`config.mk`:
```
export PLATFORM = sky130hd
export DESIGN_NAME = nd_transpose_address_generator
export DESIGN_NICKNAME = d
export VERILOG_FILES = /design/src/rtl/ndt_pkg.sv /design/src/rtl/ndt_cell.sv /design/src/rtl/nd_transpose_address_generator.sv
export SDC_FILE = /design/constraint.sdc
export NUM_CORES = 2
export LEC_CHECK = 0
export ABC_CLOCK_PERIOD_IN_PS = 6750
export BUFFER_PORTS_ARGS = -buffer_cell sky130_fd_sc_hd__buf_2
export CAP_MARGIN = 20
export CORE_MARGIN = 2
export CORE_UTILIZATION = 60
export CTS_CLUSTER_DIAMETER = 80
export CTS_CLUSTER_SIZE = 28
export DETAILED_ROUTE_END_ITERATION = 16
export GPL_TIMING_DRIVEN = 0
export PLACE_DENSITY = 0.8
export SLEW_MARGIN = 20
export SYNTH_ARGS = -nofsm -noshare
export SYNTH_HDL_FRONTEND = slang
export SYNTH_SLANG_ARGS = --single-unit
```
`constraint.sdc`:
```
create_clock -name aclk -period 6.75 [get_ports aclk]
set_input_delay 1.35 -clock aclk [delete_from_list [all_inputs] [get_ports aclk]]
set_output_delay 1.35 -clock aclk [all_outputs]
set_load 0.03 [all_outputs]
```
`src/rtl/ndt_pkg.sv`:
```
// Package for the N-dimensional transpose address generator.
// Holds shared widths, register codes, the control state type and the cell structs.
// No dependencies.
package ndt_pkg;

    // Index and configuration widths.
    localparam int IDX_W         = 48;
    localparam int CFG_CNT_W     = 3;
    localparam int CFG_SIZE_W    = 12;
    localparam int CFG_ORDER_W   = 8;
    localparam int NUM_SIZE_REGS = 4;
    localparam int APB_ADDR_W    = 5;
    localparam int APB_DATA_W    = 32;
    localparam int REG_IDX_W     = 3;

    // Register indexes on the configuration port.
    typedef enum logic [REG_IDX_W-1:0] {
        REG_DIM_COUNT  = 3'd0,
        REG_DIM_SIZE_0 = 3'd1,
        REG_DIM_SIZE_1 = 3'd2,
        REG_DIM_SIZE_2 = 3'd3,
        REG_DIM_SIZE_3 = 3'd4,
        REG_DIM_ORDER  = 3'd5
    } reg_idx_t;

    // Reset values of the configuration registers.
    localparam logic [CFG_CNT_W-1:0]   DIM_COUNT_RST = 3'd1;
    localparam logic [CFG_SIZE_W-1:0]  DIM_SIZE_RST  = 12'd1;
    localparam logic [CFG_ORDER_W-1:0] DIM_ORDER_RST = 8'hE4;

    // Sequencer states.
    typedef enum logic {
        ST_IDLE,
        ST_CALC
    } st_t;

    // Control handed to each cell of the chain.
    typedef struct packed {
        logic clear;     // New walk: clear both digits.
        logic in_use;    // Dimension slot is below the dimension count.
        logic src_step;  // Carry reaches this source digit.
        logic dst_step;  // This destination digit is touched by the carry.
        logic dst_zero;  // Last touch wrapped: digit goes to zero.
        logic dst_one;   // An earlier touch wrapped it first: digit goes to one.
    } cell_ctl_t;

    // Status returned by each cell.
    typedef struct packed {
        logic wrap;      // Source digit plus one equals its extent.
        logic src_nz;    // Source digit is nonzero.
    } cell_sts_t;

endpackage

```
`src/rtl/ndt_cell.sv`:
```
// One cell of the address chain: a source digit, a destination digit and one
// stage of the weighted digit sum. Depends on ndt_pkg.
module ndt_cell #(
    parameter int SIZE_BITS = 12
) (
    input  logic                     aclk,
    input  logic                     aresetn,
    input  ndt_pkg::cell_ctl_t       ctl,
    output ndt_pkg::cell_sts_t       sts,
    input  logic [SIZE_BITS-1:0]     src_size,
    input  logic [SIZE_BITS:0]       dst_size,
    input  logic [ndt_pkg::IDX_W-1:0] w_in,
    input  logic [ndt_pkg::IDX_W-1:0] sum_in,
    input  logic [ndt_pkg::IDX_W-1:0] term_in,
    output logic [ndt_pkg::IDX_W-1:0] w_out,
    output logic [ndt_pkg::IDX_W-1:0] sum_out,
    output logic [ndt_pkg::IDX_W-1:0] term_out
);
    import ndt_pkg::*;

    logic [SIZE_BITS-1:0]         src_reg, src_next;
    logic [SIZE_BITS-1:0]         dst_reg, dst_next;
    logic [SIZE_BITS-1:0]         src_inc;
    logic [SIZE_BITS-1:0]         dst_eff;
    logic [IDX_W+SIZE_BITS:0]     w_prod;
    logic [IDX_W+SIZE_BITS-1:0]   t_prod;
    logic [IDX_W-1:0]             w_reg, w_next;
    logic [IDX_W-1:0]             term_reg, term_next;
    logic [IDX_W-1:0]             sum_reg, sum_next;

    // The source digit counts modulo 2^SIZE_BITS and wraps when it meets its extent.
    assign src_inc    = src_reg + 1'b1;
    assign sts.wrap   = (src_inc == src_size);
    assign sts.src_nz = |src_reg;

    always_comb begin
        priority if (ctl.clear) begin
            src_next = '0;
        end else if (ctl.src_step) begin
            src_next = sts.wrap ? '0 : src_inc;
        end else begin
            src_next = src_reg;
        end
    end

    // The destination digit follows the carry through the permutation.
    always_comb begin
        priority if (ctl.clear) begin
            dst_next = '0;
        end else if (ctl.dst_step && ctl.dst_zero) begin
            dst_next = '0;
        end else if (ctl.dst_step && ctl.dst_one) begin
            dst_next = SIZE_BITS'(1);
        end else if (ctl.dst_step) begin
            dst_next = dst_reg + 1'b1;
        end else begin
            dst_next = dst_reg;
        end
    end

    always_ff @(posedge aclk) begin
        if (!aresetn) begin
            src_reg <= '0;
            dst_reg <= '0;
        end else begin
            src_reg <= src_next;
            dst_reg <= dst_next;
        end
    end

    // One stage of the digit sum: next weight, this digit's term, and the running sum.
    assign dst_eff   = ctl.in_use ? dst_reg : '0;
    assign w_prod    = w_in * dst_size;
    assign t_prod    = w_in * dst_eff;
    assign w_next    = w_prod[IDX_W-1:0];
    assign term_next = t_prod[IDX_W-1:0];
    assign sum_next  = sum_in + term_in;

    always_ff @(posedge aclk) begin
        w_reg    <= w_next;
        term_reg <= term_next;
        sum_reg  <= sum_next;
    end

    assign w_out    = w_reg;
    assign term_out = term_reg;
    assign sum_out  = sum_reg;

endmodule

```
`src/rtl/nd_transpose_address_generator.sv`:
```
// Top level of the N-dimensional transpose address generator.
// Holds the configuration registers, the sequencer and the chain of ndt_cell.
// Depends on ndt_pkg and ndt_cell.
//
// Usage: each beat on the s_ channel is one step of a walk over the source
// array in linear order; s_restart high starts a new walk at the first cell.
// For every input beat exactly one beat leaves on the m_ channel with the
// linear index of that cell in the permuted layout, and m_last high when the
// whole source counter wrapped after that cell.
// Operation: when the fastest source digit is nonzero the index is the previous
// one plus a stored stride; the beat is accepted in ST_IDLE, the index is formed
// in ST_CALC and written to the output register as the item finishes there.
// On a new walk or at the start of each row the index is rebuilt by the
// chain of MAX_DIMS cells, one registered multiply stage per cell; the
// item stays in ST_CALC until the wave has crossed every cell, and it
// returns to ST_IDLE for the next beat. One item is in flight at a time.
// The result sits in an output register, so the next item is accepted while
// it waits; if the receiver stalls, the following result is held until the
// output register frees. Reset clears the digits and the sequencer and loads
// the register defaults (one dimension of extent 1, identity order); the
// first item after reset always starts a new walk.
module nd_transpose_address_generator #(
    parameter int MAX_DIMS  = 4,
    parameter int SIZE_BITS = 12
) (
    input  logic                            aclk,
    input  logic                            aresetn,
    input  logic                            psel,
    input  logic                            penable,
    input  logic                            pwrite,
    input  logic [ndt_pkg::APB_ADDR_W-1:0]  paddr,
    input  logic [ndt_pkg::APB_DATA_W-1:0]  pwdata,
    output logic [ndt_pkg::APB_DATA_W-1:0]  prdata,
    output logic                            pready,
    input  logic                            s_valid,
    output logic                            s_ready,
    input  logic                            s_restart,
    output logic                            m_valid,
    input  logic                            m_ready,
    output logic [ndt_pkg::IDX_W-1:0]       m_dest_index,
    output logic                            m_last
);
    import ndt_pkg::*;

    localparam int CNT_BITS = $clog2(MAX_DIMS + 1);

    // Configuration registers.
    logic [CFG_CNT_W-1:0]   dim_count_reg;
    logic [CFG_SIZE_W-1:0]  dim_size_reg [NUM_SIZE_REGS];
    logic [CFG_ORDER_W-1:0] dim_order_reg;
    logic                   cfg_wr;
    reg_idx_t               reg_idx;

    // Sequencer and result state.
    st_t                    state_reg, state_next;
    logic [CNT_BITS-1:0]    cnt_reg, cnt_next;
    logic                   fast_reg, fast_next;
    logic                   new_walk_reg, new_walk_next;
    logic                   started_reg, started_next;
    logic [IDX_W-1:0]       prev_reg, prev_next;
    logic [IDX_W-1:0]       stride_reg, stride_next;
    logic                   m_valid_reg, m_valid_next;
    logic [IDX_W-1:0]       m_dest_index_reg, m_dest_index_next;
    logic                   m_last_reg, m_last_next;

    logic                   accept;
    logic                   finish;
    logic                   ready_int;
    logic                   new_walk;
    logic [CFG_CNT_W-1:0]   n_used;
    logic [IDX_W-1:0]       idx_calc;
    logic [IDX_W-1:0]       stride_sel;
    logic                   last_flag;

    // Per-dimension views.
    logic [SIZE_BITS-1:0]   src_size [MAX_DIMS];
    logic [SIZE_BITS:0]     src_eff  [MAX_DIMS];
    logic [1:0]             dpos     [MAX_DIMS];
    logic [SIZE_BITS:0]     dst_size [MAX_DIMS];
    logic [MAX_DIMS-1:0]    in_use;
    logic [MAX_DIMS-1:0]    chain_v;
    logic [MAX_DIMS-1:0]    dst_step, dst_zero, dst_one;
    cell_ctl_t              ctl [MAX_DIMS];
    cell_sts_t              sts [MAX_DIMS];

    // Wave signals along the chain; slot 0 feeds the first cell.
    logic [IDX_W-1:0]       w_chain    [MAX_DIMS+1];
    logic [IDX_W-1:0]       sum_chain  [MAX_DIMS+1];
    logic [IDX_W-1:0]       term_chain [MAX_DIMS+1];

    // ---------------------------------------------------------------------
    // Configuration port. Writes complete in the access phase; no wait states.
    assign pready  = 1'b1;
    assign reg_idx = reg_idx_t'(paddr[APB_ADDR_W-1:2]);
    assign cfg_wr  = psel && penable && pwrite && pready;

    always_ff @(posedge aclk) begin
        if (!aresetn) begin
            dim_count_reg <= DIM_COUNT_RST;
            for (int k = 0; k < NUM_SIZE_REGS; k++) begin
                dim_size_reg[k] <= DIM_SIZE_RST;
            end
            dim_order_reg <= DIM_ORDER_RST;
        end else if (cfg_wr) begin
            unique case (reg_idx)
                REG_DIM_COUNT:  dim_count_reg   <= pwdata[CFG_CNT_W-1:0];
                REG_DIM_SIZE_0: dim_size_reg[0] <= pwdata[CFG_SIZE_W-1:0];
                REG_DIM_SIZE_1: dim_size_reg[1] <= pwdata[CFG_SIZE_W-1:0];
                REG_DIM_SIZE_2: dim_size_reg[2] <= pwdata[CFG_SIZE_W-1:0];
                REG_DIM_SIZE_3: dim_size_reg[3] <= pwdata[CFG_SIZE_W-1:0];
                REG_DIM_ORDER:  dim_order_reg   <= pwdata[CFG_ORDER_W-1:0];
                default: ;
            endcase
        end
    end

    // Read data is returned combinationally in the access phase.
    always_comb begin
        unique case (reg_idx)
            REG_DIM_COUNT:  prdata = APB_DATA_W'(dim_count_reg);
            REG_DIM_SIZE_0: prdata = APB_DATA_W'(dim_size_reg[0]);
            REG_DIM_SIZE_1: prdata = APB_DATA_W'(dim_size_reg[1]);
            REG_DIM_SIZE_2: prdata = APB_DATA_W'(dim_size_reg[2]);
            REG_DIM_SIZE_3: prdata = APB_DATA_W'(dim_size_reg[3]);
            REG_DIM_ORDER:  prdata = APB_DATA_W'(dim_order_reg);
            default:        prdata = '0;
        endcase
    end

    // ---------------------------------------------------------------------
    // Number of dimensions in use: zero counts as one, and the count saturates.
    always_comb begin
        priority if (dim_count_reg == '0) begin
            n_used = CFG_CNT_W'(1);
        end else if (dim_count_reg > CFG_CNT_W'(MAX_DIMS)) begin
            n_used = CFG_CNT_W'(MAX_DIMS);
        end else begin
            n_used = dim_count_reg;
        end
    end

    // Extents keep their low SIZE_BITS bits; a zero extent acts as 2^SIZE_BITS.
    for (genvar gi = 0; gi < MAX_DIMS; gi++) begin : g_dim
        logic [SIZE_BITS+CFG_SIZE_W-1:0] size_ext;
        assign size_ext     = {{SIZE_BITS{1'b0}}, dim_size_reg[gi]};
        assign src_size[gi] = size_ext[SIZE_BITS-1:0];
        assign src_eff[gi]  = {(src_size[gi] == '0), src_size[gi]};
        assign dpos[gi]     = dim_order_reg[2*gi +: 2];
        assign in_use[gi]   = (CFG_CNT_W'(gi) < n_used);
    end

    // Destination extents: a later source dimension overrides an earlier one.
    always_comb begin
        for (int p = 0; p < MAX_DIMS; p++) begin
            dst_size[p] = (SIZE_BITS+1)'(1);
            for (int i = 0; i < MAX_DIMS; i++) begin
                if (in_use[i] && (dpos[i] == 2'(p)) && in_use[p]) begin
                    dst_size[p] = src_eff[i];
                end
            end
        end
    end

    // Carry chain over the source digits, fastest first.
    always_comb begin
        chain_v[0] = 1'b1;
        for (int i = 1; i < MAX_DIMS; i++) begin
            chain_v[i] = chain_v[i-1] && sts[i-1].wrap && in_use[i];
        end
        last_flag = 1'b0;
        for (int i = 0; i < MAX_DIMS; i++) begin
            if (chain_v[i] && sts[i].wrap && (CFG_CNT_W'(i + 1) == n_used)) begin
                last_flag = 1'b1;
            end
        end
    end

    // Destination digit updates: the highest carried source dimension that maps
    // to a position decides it; any earlier one there has wrapped it to zero.
    always_comb begin
        logic seen;
        for (int p = 0; p < MAX_DIMS; p++) begin
            seen        = 1'b0;
            dst_step[p] = 1'b0;
            dst_zero[p] = 1'b0;
            dst_one[p]  = 1'b0;
            for (int i = 0; i < MAX_DIMS; i++) begin
                if (chain_v[i] && (dpos[i] == 2'(p)) && in_use[p]) begin
                    dst_step[p] = 1'b1;
                    dst_zero[p] = sts[i].wrap;
                    dst_one[p]  = seen;
                    seen        = 1'b1;
                end
            end
        end
    end

    // Cell controls.
    assign new_walk = s_restart || !started_reg;

    for (genvar gi = 0; gi < MAX_DIMS; gi++) begin : g_ctl
        assign ctl[gi].clear    = accept && new_walk;
        assign ctl[gi].in_use   = in_use[gi];
        assign ctl[gi].src_step = finish && chain_v[gi];
        assign ctl[gi].dst_step = finish && dst_step[gi];
        assign ctl[gi].dst_zero = dst_zero[gi];
        assign ctl[gi].dst_one  = dst_one[gi];
    end

    // ---------------------------------------------------------------------
    // Chain of cells; the weight starts at one and the sum at zero.
    assign w_chain[0]    = IDX_W'(1);
    assign sum_chain[0]  = '0;
    assign term_chain[0] = '0;

    for (genvar gi = 0; gi < MAX_DIMS; gi++) begin : g_cell
        ndt_cell #(
            .SIZE_BITS (SIZE_BITS)
        ) u_cell (
            .aclk     (aclk),
            .aresetn  (aresetn),
            .ctl      (ctl[gi]),
            .sts      (sts[gi]),
            .src_size (src_size[gi]),
            .dst_size (dst_size[gi]),
            .w_in     (w_chain[gi]),
            .sum_in   (sum_chain[gi]),
            .term_in  (term_chain[gi]),
            .w_out    (w_chain[gi+1]),
            .sum_out  (sum_chain[gi+1]),
            .term_out (term_chain[gi+1])
        );
    end

    // Stride of source dimension 0: the weight at its destination position.
    always_comb begin
        stride_sel = w_chain[0];
        for (int k = 0; k <= MAX_DIMS; k++) begin
            if ((CFG_CNT_W'(dim_order_reg[1:0]) == CFG_CNT_W'(k)) ||
                ((k == MAX_DIMS) && (CFG_CNT_W'(dim_order_reg[1:0]) > CFG_CNT_W'(MAX_DIMS)))) begin
                stride_sel = w_chain[k];
            end
        end
    end

    // Index of the current cell: a step along the row, or the rebuilt sum.
    assign idx_calc = fast_reg ? (prev_reg + stride_reg)
                               : (sum_chain[MAX_DIMS] + term_chain[MAX_DIMS]);

    // ---------------------------------------------------------------------
    // Sequencer next state.
    always_comb begin
        state_next = state_reg;
        unique case (state_reg)
            ST_IDLE: if (accept) state_next = ST_CALC;
            ST_CALC: if (finish) state_next = ST_IDLE;
            default: state_next = ST_IDLE;
        endcase
    end

    // Sequencer outputs.
    always_comb begin
        ready_int = 1'b0;
        finish    = 1'b0;
        unique case (state_reg)
            ST_IDLE: ready_int = 1'b1;
            ST_CALC: finish    = (cnt_reg == '0) && (!m_valid_reg || m_ready);
            default: ;
        endcase
    end

    assign s_ready = ready_int;
    assign accept  = s_valid && ready_int;

    // Item bookkeeping: the rebuild waits for the wave to cross every cell.
    always_comb begin
        cnt_next      = cnt_reg;
        fast_next     = fast_reg;
        new_walk_next = new_walk_reg;
        started_next  = started_reg;
        if (accept) begin
            fast_next     = !new_walk && sts[0].src_nz;
            new_walk_next = new_walk;
            started_next  = 1'b1;
            cnt_next      = (!new_walk && sts[0].src_nz) ? '0 : CNT_BITS'(MAX_DIMS);
        end else if ((state_reg == ST_CALC) && (cnt_reg != '0)) begin
            cnt_next = cnt_reg - 1'b1;
        end
    end

    // Result and walk state are written when the item finishes.
    always_comb begin
        prev_next         = prev_reg;
        stride_next       = stride_reg;
        m_dest_index_next = m_dest_index_reg;
        m_last_next       = m_last_reg;
        m_valid_next      = m_valid_reg && !m_ready;
        if (finish) begin
            prev_next         = idx_calc;
            m_dest_index_next = idx_calc;
            m_last_next       = last_flag;
            m_valid_next      = 1'b1;
            if (new_walk_reg) begin
                stride_next = stride_sel;
            end
        end
    end

    always_ff @(posedge aclk) begin
        if (!aresetn) begin
            state_reg    <= ST_IDLE;
            cnt_reg      <= '0;
            fast_reg     <= 1'b0;
            new_walk_reg <= 1'b0;
            started_reg  <= 1'b0;
            m_valid_reg  <= 1'b0;
        end else begin
            state_reg    <= state_next;
            cnt_reg      <= cnt_next;
            fast_reg     <= fast_next;
            new_walk_reg <= new_walk_next;
            started_reg  <= started_next;
            m_valid_reg  <= m_valid_next;
        end
    end

    always_ff @(posedge aclk) begin
        prev_reg         <= prev_next;
        stride_reg       <= stride_next;
        m_dest_index_reg <= m_dest_index_next;
        m_last_reg       <= m_last_next;
    end

    assign m_valid      = m_valid_reg;
    assign m_dest_index = m_dest_index_reg;
    assign m_last       = m_last_reg;

endmodule

```
### Word-level counts from Yosys, hierarchy flattened

Memory sizes are Yosys's and may differ from the RTL's.
Index checks and enable logic that the tools add are counted.

* bitwise operators: 6
* multiplexer cells: 114
* order comparisons: 6
* add/sub/neg operators: 13
* equal/unequal tests: 25
* reduce and logical (&&, ||, !) cells: 129
* multipliers: 6

Operator list (number)
* two-way mux 13 bit: 17
* two-way mux 48 bit: 4
* adder 48 bit: 3
* two-way mux 12 bit: 11
* adder 12 x 1 -> 12 bit (second input constant): 8
* multiplier 48 x 12 -> 48 bit: 2
* multiplier 48 x 13 -> 48 bit: 2
* logical AND 1 bit: 92
* two-way mux 1 bit: 75
* one-hot mux 12 bit (6 select lines): 1
* adder 12 x 48 -> 48 bit: 1
* equality test 12 bit: 4
* logical NOT 12 bit: 4
* multiplier 13 x 13 -> 26 bit: 1
* multiplier 13 x 12 -> 25 bit: 1
* equality test 2 bit (second input constant): 8
* OR reduction 4 bit: 4
* two-way mux 3 bit: 5
* OR reduction 3 bit: 5
* OR reduction 12 bit: 1
* nonzero test 2 bit: 5
* logical NOT 3 bit: 3
* equality test 2 x 1 -> 1 bit (second input constant): 4
* logical NOT 2 bit: 4
* 19 further kinds: 34

* RAM bits: 48
* flip-flop bits (word level): 633
* input bits: 45
* logic and storage cells: 334
* memories kept: 1
* output and inout port bits: 84

Memories
* dim_size_reg: depth 4, width 12, read ports 4, clocked after Yosys merged registers in 0, write ports 4, RTL line nd_transpose_address_generator.sv:49 `logic [CFG_SIZE_W-1:0] dim_size_reg [NUM_SIZE_REGS];`

### Depth between registers and ports, before layout

* depth in word-level cells: 15
* depth in mapped cells: 34
* gate-level depth less buffers: 31

### Hierarchy

Synthesis repeated with hierarchy kept, for this count alone.

* cells, all modules: 19150
* area total of the unflattened synthesis: 165814.0 µm²

By module, submodules not included
* ndt_cell (g_cell[3].u_cell): sequential area each 3363.2 µm², times used 1, cells each 4395, area each 38087.8 µm²
* ndt_cell (g_cell[2].u_cell): sequential area each 3363.2 µm², times used 1, cells each 4310, area each 37557.3 µm²
* ndt_cell (g_cell[1].u_cell): sequential area each 3363.2 µm², times used 1, cells each 4324, area each 37531.0 µm²
* ndt_cell (g_cell[0].u_cell): sequential area each 3363.2 µm², times used 1, cells each 4330, area each 37442.2 µm²
* nd_transpose_address_generator: sequential area each 4734.5 µm², times used 1, cells each 1791, area each 15195.8 µm²

### Worst setup path after synthesis

No wires, ideal clock.

* path type: flip-flop to flip-flop
* start: reg dim_count_reg[1]
* end: reg g_cell[2].u_cell.w_reg[40]
* setup slack: -0.439 ns
* clock period less this slack: 7.189 ns
* cell stages (with the launch flop): 30
* buffers on the path: 2
* data required time: 6.621 ns
* setup time: 0.129 ns
* arrival: 7.060 ns
* cell sequence: dfxtp_1 a21oi_1 nor3b_1 clkbuf_1 a21oi_1 mux2i_1 clkbuf_1 nand2_1 fa_1 inv_1 fa_1 inv_1 fa_1 inv_1 fa_1 inv_1 fa_1 inv_1 ha_1 a21o_1 a21oi_1 nor2b_1 o21ai_0 nand3_1 a31o_2 a41oi_1 o21a_1 a21oi_1 a41oi_1 o21ai_0

* longest elaborated chain between the ends: 11
* elaborated cells on any way between the ends: 21
* those cells by class: 1 x mul; 5 x order compare; 6 x mux; 9 x reduce/logical

Ends and longest elaborated chain
* start: declaration: RTL line nd_transpose_address_generator.sv:48 `logic [CFG_CNT_W-1:0] dim_count_reg;`
* start signal: assignment: RTL line nd_transpose_address_generator.sv:106 `REG_DIM_COUNT: dim_count_reg <= pwdata[CFG_CNT_W-1:0];`
* greater-than comparator 3 bit: RTL line nd_transpose_address_generator.sv:135 `end else if (dim_count_reg > CFG_CNT_W'(MAX_DIMS)) begin`
* two-way mux 3 bit: RTL line nd_transpose_address_generator.sv:135
* two-way mux 3 bit (*): RTL line nd_transpose_address_generator.sv:133 `priority if (dim_count_reg == '0) begin`
* < comparator 1 x 3 -> 1 bit: RTL line nd_transpose_address_generator.sv:149 `assign in_use[gi] = (CFG_CNT_W'(gi) < n_used);`
* logical AND 1 bit (2 in a row): RTL line nd_transpose_address_generator.sv:157 `if (in_use[i] && (dpos[i] == 2'(p)) && in_use[p]) begin`
* two-way mux 13 bit (3 in a row): RTL line nd_transpose_address_generator.sv:157
* two-way mux 13 bit (*): RTL line nd_transpose_address_generator.sv:157
* multiplier 48 x 13 -> 48 bit (*): RTL line ndt_cell.sv:73 `assign w_prod = w_in * dst_size;`
* via g_cell[2].u_cell.w_prod[40]: RTL line ndt_cell.sv:25 `logic [IDX_W+SIZE_BITS:0] w_prod;`
* end signal: assignment: RTL line ndt_cell.sv:80 `w_reg <= w_next;`
* end: declaration: RTL line ndt_cell.sv:27 `logic [IDX_W-1:0] w_reg, w_next;`

The timed path passes the listed nets; every way through them passes the cells marked *.
A chain may end at the register's enable or synchronous reset.

### Worst setup path after layout

* start: reg dim_order_reg[3]
* end: reg g_cell[2].u_cell.w_reg[31]

* longest elaborated chain between the ends: 7

Ends and longest elaborated chain
* start: declaration: RTL line nd_transpose_address_generator.sv:50 `logic [CFG_ORDER_W-1:0] dim_order_reg;`
* start signal: assignment: RTL line nd_transpose_address_generator.sv:111 `REG_DIM_ORDER: dim_order_reg <= pwdata[CFG_ORDER_W-1:0];`
* equality test 2 bit: RTL line nd_transpose_address_generator.sv:157
* logical AND 1 bit (2 in a row): RTL line nd_transpose_address_generator.sv:157
* two-way mux 13 bit (3 in a row): RTL line nd_transpose_address_generator.sv:157
* multiplier 48 x 13 -> 48 bit: RTL line ndt_cell.sv:73
* via g_cell[2].u_cell.w_prod[31]: RTL line ndt_cell.sv:25

The timed path passes the listed nets, and every way through them passes these cells.

==> flow_metrics.env <==
export IMPL_outcome="finished with violations"
export IMPL_violations="negative setup slack"
export IMPL_max_cap_violations=0
export IMPL_diodes=0
export IMPL_grt_max_degree=34
export IMPL_hold_depth=0
export IMPL_crit_type="reg -> reg"
export IMPL_rsz0062_at_grt="yes"
export IMPL_drt_iter0_drc=6586
export IMPL_post_drt_wl_per_cell_um=23.67
export IMPL_antenna_left=0
export IMPL_drv_slew=0
export IMPL_port_buffers=84
export IMPL_finalWirelength_um=237500
export IMPL_syn_avg_cell_area_um2=8.814
export IMPL_use_met3_pct=13.06
export IMPL_drt_first_pass_iters=13
export IMPL_netlist_area_um2=71590
export IMPL_globalplace_congestion=1.076
export IMPL_crit_required_ns=7.30
export IMPL_ys_async_sr_fraction_pct=0
export IMPL_synth_edf_count=138
export IMPL_io_pin_count=129
export IMPL_drc=0
export IMPL_layout_setup_ws_ns=-0.3979
export IMPL_dieArea_um2=122100
export IMPL_hold_slack_ns=0.3356
export IMPL_worst_pin_slew_ns=1.338
export IMPL_drive_above_1_share_pct=10.89
export IMPL_initial_core_util_pct=60.55
export IMPL_final_hold_violation_count=0
export IMPL_gr_total_overflow=0
export IMPL_vias_per_cell=6.120
export IMPL_die_w_um=349.4
export IMPL_ctsHoldBuffers=0
export IMPL_clk_pin_slew_ns=0.11
export IMPL_power_density_nw_per_um2=91.80
export IMPL_dr_total_vias=61398
export IMPL_cts_tree="yes"
export IMPL_clock_skew_ns=0.05403
export IMPL_yosys_warnings=0
export IMPL_die_y_um=349.4
export IMPL_use_met2_pct=57.05
export IMPL_min_period_ns=7.148
export IMPL_ir_drop_uv=200.0
export IMPL_reg2regPathDepth=31
export IMPL_cpMostUsedCell="buf_6"
export IMPL_core_area_um2=118200
export IMPL_post_route_util_pct=67.62
export IMPL_row_count=126
export IMPL_gr_usage_met1_pct=47.92
export IMPL_largest_reg_flops=125
export IMPL_cpPeakStageDelay_ns=0.59
export IMPL_finalSetupViolCount=24
export IMPL_cts_max_path_buffers=3
export IMPL_clock_latency_ns=0.68
export IMPL_busiest_layer="met2"
export IMPL_yosys_cell_types_count=96
export IMPL_cts_max_level=2
export IMPL_grt_pass1_vias=62175
export IMPL_max_clock_freq_mhz=139.9
export IMPL_ctsRootBufferMaster="clkbuf_16"
export IMPL_grt_usage_pct=38.71
export IMPL_period_share_pct=105.9
export IMPL_arrival_ns=7.69
export IMPL_ys_ff_latch=537
export IMPL_hpwlAfterDp_um=184700
export IMPL_fill_cells=9155
export IMPL_hold_class="reg -> reg"
export IMPL_leakagePower_nw=36.71
export IMPL_cp_end_kind="register"
export IMPL_grt_pass1_wl_um=358600
export IMPL_slew_headroom_pct=10.09
export IMPL_cts_made_buffers=36
export IMPL_cp_max_fo=10
export IMPL_cpMaxStageDelayCell="fa_2"
export IMPL_synth_flop_cell="dfxtp_1"
export IMPL_antenna_found_initial=5
export IMPL_final_nets=10144
export IMPL_syn_inst=8122
export IMPL_synth_yosys_seq_area_share_pct=16.95
export IMPL_critPathLaunchType="register"
export IMPL_syn2layout_area_growth_pct=11.69
export IMPL_cts_sink_count=537
cells in the final DEF (no fill, tap or decap), types with 62 or more instances in the layout:
cell type and n:
inv_1 1222, nand2_1 1219, fa_1 1096, ha_1 469
dfxtp_1 389, and3_1 330, a21oi_1 322, nor2_1 264
and2_1 247, clkbuf_1 242, xnor2_1 239, buf_4 227
o21ai_0 200, edfxtp_1 138, nand3_1 134, xor2_1 128
a21o_1 119, nor2b_1 112, buf_2 100, nor3_1 66
nand2b_1 62
metal layers:
metal / vias to the layer above / routed length, um
met2: 4004 / 99850
met5: - / 83
met1: 29817 / 85430
met4: 6 / 20760
li1: 26599 / -
met3: 972 / 31320
logic make-up after synthesis:
logic type	count (synthesis)	synth area share (%)
AO/OA/AOI/OAI	1091	9.627
multiplexers	73	1.103
other	2	0.01049
buffers and inverters	1695	9.039
adder cells (fa/ha/maj)	1631	40.28
XOR/XNOR	372	4.551
AND/OR/NAND/NOR	2721	18.44
flip-flops	537	16.95
area by class of cell:
type	count	area, um2	share of cell area (%)
well taps	1536	1922	2.404
clock inverters	29	457.9	0.5727
inverters	1240	4654	5.821
plain buffers	431	2585	3.233
flip-flops and latches	537	12150	15.20
multi-input cells	5909	54860	68.61
clock buffers	37	914.6	1.144
repair buffers	314	2414	3.019
synth_stat cells (all sizes together), types with 8 or more instances:
master | number | area share [%]
mux2i | 44 | 0.62
ha | 507 | 8.9
or3 | 34 | 0.32
a22oi | 25 | 0.26
o31ai | 13 | 0.16
and2 | 260 | 2.3
or2 | 17 | 0.15
nand4 | 58 | 0.53
nor2b | 116 | 1.0
nand3 | 140 | 0.99
o41ai | 8 | 0.098
nand2b | 63 | 0.55
a31oi | 37 | 0.37
a211oi | 29 | 0.30
mux2 | 27 | 0.42
nand2 | 1243 | 6.5
nor4 | 32 | 0.31
and4 | 15 | 0.18
and3 | 335 | 2.9
a21boi | 26 | 0.27
a211o | 10 | 0.12
nor3 | 69 | 0.48
a22o | 15 | 0.18
xnor2 | 242 | 3.0
xor2 | 130 | 1.6
o211ai | 23 | 0.26
o21ai | 247 | 1.7
nor2 | 281 | 1.5
a21oi | 358 | 2.5
edfxtp | 138 | 5.8
buf | 63 | 0.48
fa | 1123 | 31
o21bai | 26 | 0.27
a21o | 119 | 1.2
nand3b | 19 | 0.20
dfxtp | 399 | 11
a221o | 10 | 0.14
o21a | 44 | 0.46
inv | 1240 | 6.5
clkbuf | 392 | 2.1
nor3b | 14 | 0.15
o22ai | 14 | 0.12
o2111ai | 12 | 0.15
final timing paths:
check | startpoint | to | slack [ns]
worst min register to register | g_cell[0].u_cell.term_out[8] | g_cell[1].u_cell.sum_out[8] | 0.34
worst min-delay path | g_cell[0].u_cell.term_out[8] | g_cell[1].u_cell.sum_out[8] | 0.34
worst max register to register | dim_order_reg[3] | g_cell[2].u_cell.w_out[31] | -0.40
worst max-delay path | dim_order_reg[3] | g_cell[2].u_cell.w_out[31] | -0.40
power breakdown:
group	switching (mW)	total, mW	internal, mW
Sequential	0.169	3.55	3.38
Combinational	0.835	1.21	0.377
Clock	1.45	2.58	1.13
stage by stage:
stage	setup TNS, ns	instance area (um2)	setup slack, ns	power [mW]	instances
2_1_floorplan	-0.03272	71740	-0.02151	4.201	8141
3_3_place_gp	-130.70	74080	-2.091	4.642	9761
3_5_place_dp	-98.38	74180	-2.092	4.665	9768
4_1_cts	-0.8378	78450	-0.1998	7.257	9968
5_1_grt	-8.620	79960	-0.5071	7.538	10033
6_report	-4.397	79960	-0.3979	7.340	10033
critical path, delay by kind of cell (launching register included):
kind	cells	cell delay [ns]
compound gates	7	0.94
xor+xnor	1	0.15
fa+ha+maj	6	2.94
buf+inv	11	1.27
flops	1	0.52
mux	1	0.31
simple gates	5	0.85
repair_timing:
action,4_1_cts,5_1_grt
buffers inserted,147,72
pin swaps,86,165
gates resized for setup,441,334
endpoints found under the setup margin,98,62
cloned,9,0
Note: power is estimated with default switching activity, not from simulation.
